===== src/rtl/core/tior_pkg.sv =====
// Shared types and codes for the typed I/O register file.
package tior_pkg;

    typedef enum logic [2:0] {
        S_CLEAR,
        S_IDLE,
        S_LOOK,
        S_PAIR,
        S_OUT
    } t_state;

    localparam logic [1:0] FN_READ   = 2'd0;
    localparam logic [1:0] FN_WRITE  = 2'd1;
    localparam logic [1:0] FN_MASKED = 2'd2;
    localparam logic [1:0] FN_LOAD   = 2'd3;

    localparam logic [3:0] TY_RESERVED    = 4'd0;
    localparam logic [3:0] TY_PLAIN       = 4'd1;
    localparam logic [3:0] TY_CLEAR       = 4'd2;
    localparam logic [3:0] TY_TLOW_FIRST  = 4'd3;
    localparam logic [3:0] TY_THIGH_FIRST = 4'd9;
    localparam logic [3:0] TY_THIGH_LAST  = 4'd14;

    localparam logic [7:0] RESERVED_READ = 8'hFF;

    typedef struct packed {
        logic       reserved;
        logic       plain;
        logic       clr;
        logic       tlow;
        logic       thigh;
        logic [2:0] timer;
    } t_type_info;

endpackage


===== src/rtl/core/typed_io_register_file.sv =====
// Top level: typed 8-bit I/O register file with timer pair latching.
//
// Request channel (i_valid/o_ready) carries func, address, data, mask and
// type code; response channel (o_valid/i_ready) returns one read_data beat
// per request, zero for anything but a read.
// Bytes and type codes sit in two synchronous single-write-port memories;
// each request reads both, then modifies and writes back.
// Response: the request and both memory reads are registered at the accepting
// edge; the response register loads from S_LOOK, or from S_PAIR for a timer-low read
// or write (second byte-memory access for the partner high byte), or from
// S_OUT once free; o_ready is high only between requests, so requests never overlap.
// A waiting response does not stop the next request from being taken; a
// request that completes while the response register is still full parks in
// a holding register until i_ready frees it.
// Reset (synchronous, active low) starts a clearing pass that zeroes both
// memories, one entry per cycle, over min(NUM_REGS, 257) entries; o_ready stays
// low until it ends. Timer temporaries reset at once.
module typed_io_register_file #(
    parameter int NUM_REGS   = 256,
    parameter int NUM_TIMERS = 6
) (
    input  logic       i_clk,
    input  logic       i_rst_n,
    input  logic       i_valid,
    output logic       o_ready,
    input  logic [1:0] i_func,
    input  logic [7:0] i_address,
    input  logic [7:0] i_data,
    input  logic [7:0] i_mask,
    input  logic [3:0] i_type_code,
    output logic       o_valid,
    input  logic       i_ready,
    output logic [7:0] o_read_data
);
    import tior_pkg::*;

    localparam int DEPTH = (NUM_REGS < 257) ? NUM_REGS : 257;
    localparam int AW    = $clog2(DEPTH);
    localparam int TW    = (NUM_TIMERS > 1) ? $clog2(NUM_TIMERS) : 1;
    localparam bit WRAPS = NUM_REGS <= 256;
    localparam logic [AW-1:0] LAST_IDX = AW'(DEPTH - 1);
    localparam logic [AW-1:0] WRAP_IDX = AW'(NUM_REGS - 1);

    logic [7:0] r_bytes_mem [DEPTH];
    logic [3:0] r_types_mem [DEPTH];

    t_state     r_state, n_state;
    logic [1:0] r_func;
    logic [7:0] r_addr;
    logic [7:0] r_data;
    logic [7:0] r_mask;
    logic [3:0] r_code;
    logic [7:0] r_byte;
    logic [3:0] r_ty;
    logic [7:0] r_res;
    logic       r_out_valid;
    logic [7:0] r_out_data;
    logic [AW-1:0] r_clr_idx;
    logic [7:0] r_temp [NUM_TIMERS];

    logic          accept;
    logic          free;
    logic [AW-1:0] aidx;
    logic [AW-1:0] pidx;
    logic          in_range;
    t_type_info    info;
    logic [TW-1:0] tsel;
    logic [7:0]    temp_val;
    logic [7:0]    src;
    logic          is_rd;
    logic          is_wr;
    logic          need_pair;
    logic [7:0]    look_res;
    logic [7:0]    res_now;

    logic          bwe;
    logic [AW-1:0] bwa;
    logic [7:0]    bwd;
    logic          bre;
    logic [AW-1:0] rda;
    logic          twe;
    logic [AW-1:0] twa;
    logic [3:0]    twd;
    logic          tmp_we;
    logic [7:0]    tmp_wd;
    logic          out_load;

    assign accept      = i_valid && o_ready;
    assign free        = !r_out_valid || i_ready;
    assign o_ready     = (r_state == S_IDLE);
    assign o_valid     = r_out_valid;
    assign o_read_data = r_out_data;

    assign aidx     = AW'(r_addr);
    assign pidx     = (WRAPS && (aidx == WRAP_IDX)) ? '0 : aidx + AW'(1);
    assign in_range = int'(r_addr) < NUM_REGS;

    tior_decode #(
        .NUM_TIMERS(NUM_TIMERS)
    ) u_decode (
        .i_type    (r_ty),
        .i_in_range(in_range),
        .o_info    (info)
    );

    assign tsel      = info.timer[TW-1:0];
    assign temp_val  = r_temp[tsel];
    assign is_rd     = (r_func == FN_READ);
    assign is_wr     = (r_func == FN_WRITE) || (r_func == FN_MASKED);
    assign need_pair = (is_rd || is_wr) && info.tlow;
    assign src       = (r_func == FN_MASKED) ? ((r_byte & ~r_mask) | (r_data & r_mask))
                                             : r_data;

    always_comb begin
        look_res = '0;
        if (is_rd) begin
            if (info.reserved) begin
                look_res = RESERVED_READ;
            end else if (info.thigh) begin
                look_res = temp_val;
            end else begin
                look_res = r_byte;
            end
        end
    end

    assign res_now = (r_state == S_LOOK) ? look_res : r_res;

    always_comb begin
        n_state  = r_state;
        bwe      = 1'b0;
        bwa      = aidx;
        bwd      = src;
        bre      = 1'b0;
        rda      = AW'(i_address);
        twe      = 1'b0;
        twa      = aidx;
        twd      = r_code;
        tmp_we   = 1'b0;
        tmp_wd   = src;
        out_load = 1'b0;
        case (r_state)
            S_CLEAR: begin
                bwe = 1'b1;
                bwa = r_clr_idx;
                bwd = '0;
                twe = 1'b1;
                twa = r_clr_idx;
                twd = TY_RESERVED;
                if (r_clr_idx == LAST_IDX) begin
                    n_state = S_IDLE;
                end
            end
            S_IDLE: begin
                if (accept) begin
                    bre     = 1'b1;
                    n_state = S_LOOK;
                end
            end
            S_LOOK: begin
                if (is_wr) begin
                    bwe    = info.plain || info.clr || info.tlow;
                    bwd    = info.clr ? (r_byte & ~src) : src;
                    tmp_we = info.thigh;
                end
                if ((r_func == FN_LOAD) && in_range) begin
                    twe = 1'b1;
                end
                if (need_pair) begin
                    bre     = is_rd;
                    rda     = pidx;
                    n_state = S_PAIR;
                end else if (free) begin
                    out_load = 1'b1;
                    n_state  = S_IDLE;
                end else begin
                    n_state = S_OUT;
                end
            end
            S_PAIR: begin
                if (is_rd) begin
                    tmp_we = 1'b1;
                    tmp_wd = r_byte;
                end else begin
                    bwe = 1'b1;
                    bwa = pidx;
                    bwd = temp_val;
                end
                if (free) begin
                    out_load = 1'b1;
                    n_state  = S_IDLE;
                end else begin
                    n_state = S_OUT;
                end
            end
            S_OUT: begin
                if (free) begin
                    out_load = 1'b1;
                    n_state  = S_IDLE;
                end
            end
            default: begin
                n_state = S_CLEAR;
            end
        endcase
    end

    always_ff @(posedge i_clk) begin
        if (!i_rst_n) begin
            r_state     <= S_CLEAR;
            r_clr_idx   <= '0;
            r_out_valid <= 1'b0;
        end else begin
            r_state <= n_state;
            if (r_state == S_CLEAR) begin
                r_clr_idx <= r_clr_idx + AW'(1);
            end
            if (out_load) begin
                r_out_valid <= 1'b1;
            end else if (i_ready) begin
                r_out_valid <= 1'b0;
            end
        end
    end

    always_ff @(posedge i_clk) begin
        if (!i_rst_n) begin
            for (int i = 0; i < NUM_TIMERS; i++) begin
                r_temp[i] <= '0;
            end
        end else if (tmp_we) begin
            r_temp[tsel] <= tmp_wd;
        end
    end

    always_ff @(posedge i_clk) begin
        if (accept) begin
            r_func <= i_func;
            r_addr <= i_address;
            r_data <= i_data;
            r_mask <= i_mask;
            r_code <= i_type_code;
        end
        if (r_state == S_LOOK) begin
            r_res <= look_res;
        end
        if (out_load) begin
            r_out_data <= res_now;
        end
    end

    // byte store: one write, one read per cycle
    always_ff @(posedge i_clk) begin
        if (bwe) begin
            r_bytes_mem[bwa] <= bwd;
        end
        if (bre) begin
            r_byte <= r_bytes_mem[rda];
        end
    end

    // type store
    always_ff @(posedge i_clk) begin
        if (twe) begin
            r_types_mem[twa] <= twd;
        end
        if (accept) begin
            r_ty <= r_types_mem[AW'(i_address)];
        end
    end

endmodule


===== src/rtl/core/tior_decode.sv =====
// Effective type decode: folds invalid addresses, codes and timers to reserved.
module tior_decode #(
    parameter int NUM_TIMERS = 6
) (
    input  logic [3:0]           i_type,
    input  logic                 i_in_range,
    output tior_pkg::t_type_info o_info
);
    import tior_pkg::*;

    logic       is_low;
    logic       is_high;
    logic [3:0] tn;
    logic       timer_ok;

    always_comb begin
        is_low   = i_type inside {[TY_TLOW_FIRST : TY_THIGH_FIRST - 4'd1]};
        is_high  = i_type inside {[TY_THIGH_FIRST : TY_THIGH_LAST]};
        tn       = is_high ? (i_type - TY_THIGH_FIRST) : (i_type - TY_TLOW_FIRST);
        timer_ok = int'(tn) < NUM_TIMERS;

        o_info.plain    = i_in_range && (i_type == TY_PLAIN);
        o_info.clr      = i_in_range && (i_type == TY_CLEAR);
        o_info.tlow     = i_in_range && is_low && timer_ok;
        o_info.thigh    = i_in_range && is_high && timer_ok;
        o_info.reserved = !(o_info.plain || o_info.clr || o_info.tlow || o_info.thigh);
        o_info.timer    = tn[2:0];
    end

endmodule


===== config.mk =====
export PLATFORM = sky130hd
export DESIGN_NAME = typed_io_register_file
export DESIGN_NICKNAME = d
export VERILOG_FILES = /design/src/rtl/core/tior_pkg.sv /design/src/rtl/core/typed_io_register_file.sv /design/src/rtl/core/tior_decode.sv
export SDC_FILE = /design/constraint.sdc
export NUM_CORES = 2
export LEC_CHECK = 0
export BUFFER_PORTS_ARGS = -buffer_cell sky130_fd_sc_hd__buf_2
export CAP_MARGIN = 30
export CORE_MARGIN = 5
export CORE_UTILIZATION = 25
export DETAILED_ROUTE_END_ITERATION = 8
export PLACE_DENSITY = 0.36
export SLEW_MARGIN = 15
export SYNTH_ARGS = -nofsm -noshare
export SYNTH_HDL_FRONTEND = slang
export SYNTH_SLANG_ARGS = --single-unit

===== constraint.sdc =====
create_clock -name i_clk -period 18.12 [get_ports i_clk]
set_clock_uncertainty 0.15 [all_clocks]
set_input_delay 0.906 -clock i_clk [delete_from_list [all_inputs] [get_ports i_clk]]
set_output_delay 0.906 -clock i_clk [all_outputs]
set_load 0.05 [all_outputs]

==> reports/qor.csv <==
stage,metric,value,unit
flow_run,cap_violations,0,
worst_setup_path,startpoint_type,register,
global_route,busiest_layer,met2,
clock_network,cts_sinks,3206,
sta,period_share,44.13,%
worst_setup_path,slowest_delay,0.93,ns
layout,stdcell_count,15150,
synth,synthArstFlopShare,0,%
worst_setup_path,cp.arrival,8.57,ns
sta,timing.final.max_slew_violations,0,
synth,synth_warnings,0,
sta,max_freq,125.1,MHz
floorplan,num_io_pins,44,
layout,drive_gt1_share,16.71,%
routing,drtIter0Drc,6685,
layout,multiInputGateArea,29840,sq um
worst_hold_path,min_to,r_state[2]$_SDFFE_PN0P_,
worst_hold_path,hold_start,i_ready,
pwr,p_per_area,107.0,nW/um^2
worst_setup_path,worstRegToRegCells,16,
floorplan,dieArea,525500,sq um
routing,wl_per_cell,29.04,um
worst_setup_path,regToRegStartpoint,r_ty[0]$_DFFE_PP_,
worst_setup_path,cpMostUsedCell,buf_4,
placed_design,io_buffers,43,
synth,synth_seq_cells,3206,
sta,period_needed,7.996,ns
placed_design,place.gp.congestion,0.8075,
worst_setup_path,timing.reg2reg.setup_slack,10.12,ns
synth,syn_nets,7882,
synth,yosys-top-cells-count,"3,186 x edfxtp_1, 1,347 x nand2_1, 621 x nor2_1",
routing,vias,72000,
floorplan,num_rows,262,
routing,drcViolationCount,0,
worst_setup_path,criticalPathCategory,reg2reg,
layout,final_util,29.31,%
floorplan,die_x,724.9,um
worst_setup_path,crit_buf_inv,5,
synth,synth_area,127800,sq um
clock_network,clk_latency,0.98,ns
worst_setup_path,critical-path-top-delay-family,simple AND/OR/NAND/NOR gates,
sta,hold_viol_final,0,
synth,yosys.area.top_type,edfxtp_1,
worst_hold_path,min_path_cells,3,
pwr,peakVddDrop,0.07250,mV
synth,ys.flop_type,edfxtp_1,
synth,yosysMostFrequentCell,edfxtp_1,
sta,rsz0062_at_grt,no,
global_route,grt_pass1_vias,73120,
placed_design,dp_hpwl,278000,um
clock_network,ctsRootBufferMaster,clkbuf_16,
sta,worstMarginPinSlew,1.278,ns
global_route,grt_max_degree,182,
layout,fin_nets,8163,
routing,dr.pass1.iters,6,
worst_setup_path,critPathMaxFanout,47,
synth,ys_seq_area_share,75.19,%
routing,vias_per_cell,4.753,
synth,netlist.area_leader.share,74.87,%
floorplan,initial_utilization,25.08,%
worst_setup_path,critPathSlowestCell,mux2i_4,
worst_setup_path,endpoint_kind,register,
clock_network,cts_max_level,5,
layout,area_growth,16.86,%
global_route,antenna_found_initial,17,
worst_setup_path,reg2reg_to,r_byte[2]$_DFFE_PP_,
global_route,met2_usage,27.81,%
sta,tns,0,ns
clock_network,cts_made_buffers,375,
clock_network,cts_buffer_depth,4,
floorplan,die_height,724.9,um
floorplan,coreArea,509400,sq um
clock_network,clk_pin_slew,0.06,ns
global_route,grt_pass1_wl,609100,um
routing,ant_nets,0,
global_route,use_met3,2.055,%
clock_network,cts_setup_buffers,0,
clock_network,cts_tree,built,
pwr,power.leakage,0.04458,uW
global_route,overflow,0,
sta,setup_viol,0,
layout,fillers,50650,
run_status,status,finished clean,
routing,wirelength,440000,um
synth,synth.area.top_cells,"edfxtp_1 75%, mux4_2 7.7%, nand2_1 4.0%",
worst_setup_path,critical_path.cell_chain,buf_4 > inv_1 > ha_1 > or3b_1 > and4_4 > o2bb2ai_2 > nand3_2 > mux2i_4 > buf_4 > buf_4 > buf_4 > a32oi_1 > nand4_1 > nand4_1 > a211o_1 > or4_1,
synth,synth_area_per_cell,16.30,sq um
synth,synth_edf_count,3186,
pwr,power,15970,uW
placed_design,placed_cells,14410,
worst_hold_path,hold_class,in2reg,
synth,yosysUniqueCellTypes,84,
sta,relSlewSlack,14.78,%
worst_setup_path,worstPathRequired,18.69,ns
global_route,grtUsageTotal,16.19,%
layout,ff_latch_area,96070,sq um
global_route,grt_util_met1,21.41,%
synth,syn_inst,7837,
power breakdown:
part           internal [uW]  switching, uW
logic                    196            447
clock network           4180           3090
registers               8050           4.25
through the flow:
| step | hold slack [ns] | cell area, sq um | setup WS [ns] |
|---|---|---|---|
| after global placement | 0.2903 | 136300 | 8.705 |
| after CTS | 0.1431 | 148900 | 9.927 |
| final | 0.2490 | 149300 | 10.12 |
| after detailed placement | 0.2907 | 137100 | 9.907 |
| after floorplan | 0.2650 | 127800 | 3.123 |
| after global routing | 0.1948 | 149300 | 9.724 |
layout by cell type (no fill, tap or decap), types with 10 or more instances in the layout:
cell type / instances
edfxtp_1: 3186
nand2_1: 1342
nor2_1: 617
mux4_2: 437
nand3_1: 403
clkbuf_16: 382
buf_4: 268
mux2i_1: 252
a31oi_1: 126
nand4_1: 120
clkinv_1: 111
a21oi_1: 92
and3_1: 68
o22ai_1: 67
clkbuf_1: 64
clkinv_2: 64
a32oi_1: 62
a211oi_1: 50
buf_2: 48
o21ai_0: 41
nor3_1: 25
nand2b_1: 24
bufinv_16: 24
dlygate4sd3_1: 22
inv_1: 21
a22oi_1: 21
nor4_1: 20
mux2_2: 20
buf_6: 20
dfxtp_1: 20
and2_1: 19
o221ai_1: 18
a311oi_1: 18
buf_12: 15
nor2b_1: 13
a2111oi_0: 13
or4_1: 12
ha_1: 11
o2111ai_1: 10
per-layer routing:
metal	vias up	part of all wire [%]	routed length [um]
li1	31150	-	-
met1	38390	43	188900
met2	1910	50	218300
met3	556	4.3	19110
met4	0	3.1	13660
met5	-	0	0
repair_timing:
action                                  in CTS  in global routing
hold endpoints to repair                    22                  0
hold buffers                                22                  0
resized for setup                            0                  0
endpoints found under the setup margin       0                  0
worst min-delay path: cells and delay by family:
family / cells / cell delay, ns
and+or+nand+nor: 2 / 0.33
buffers and inverters: 1 / 0.07
area by class of cell:
type                            instances  area share [%]
Inverter                               22         0.05530
Sequential cell                      3206           64.34
Timing Repair Buffer                  386           2.187
Tap cell                             6732           5.641
Multi-Input combinational cell       4127           19.99
Antenna cell                            5        0.008379
Clock inverter                        226           1.222
Clock buffer                          446           6.562
cells by family after synthesis:
group / Yosys count / share of synthesized area, %
DFF: 3206 / 75.19
AOI/OAI and AO/OA: 659 / 3.676
buffers and inverters: 504 / 1.853
and+or+nand+nor: 2721 / 9.118
xor gates and xnor gates: 14 / 0.09596
muxes: 722 / 9.962
adders and majority gates: 11 / 0.1077
registers in the layout, indices dropped and copies added (netlist names), 4 cells and up:
name	count
aidx	8
r_byte	8
r_bytes_mem	2048
r_types_mem	1024
r_mask	8
r_clr_idx	8
r_ty	4
r_data	8
o_read_data	8
r_code	4
r_temp	64
r_res	8
worst max path at each step:
stage	start	endpoint	slack, ns	depth (start not counted)
floorplan	r_ty[0]$_DFFE_PP_	r_bytes_mem[0][6]$_DFFE_PP_	3.12	11
global placement	r_ty[0]$_DFFE_PP_	r_byte[4]$_DFFE_PP_	8.70	15
detailed placement	r_ty[0]$_DFFE_PP_	r_byte[5]$_DFFE_PP_	9.91	15
CTS	r_ty[0]$_DFFE_PP_	r_byte[7]$_DFFE_PP_	9.93	16
global route	r_ty[0]$_DFFE_PP_	r_byte[7]$_DFFE_PP_	9.72	16
finish	r_ty[0]$_DFFE_PP_	r_byte[2]$_DFFE_PP_	10.12	16
(Power assumes the default switching activity.)
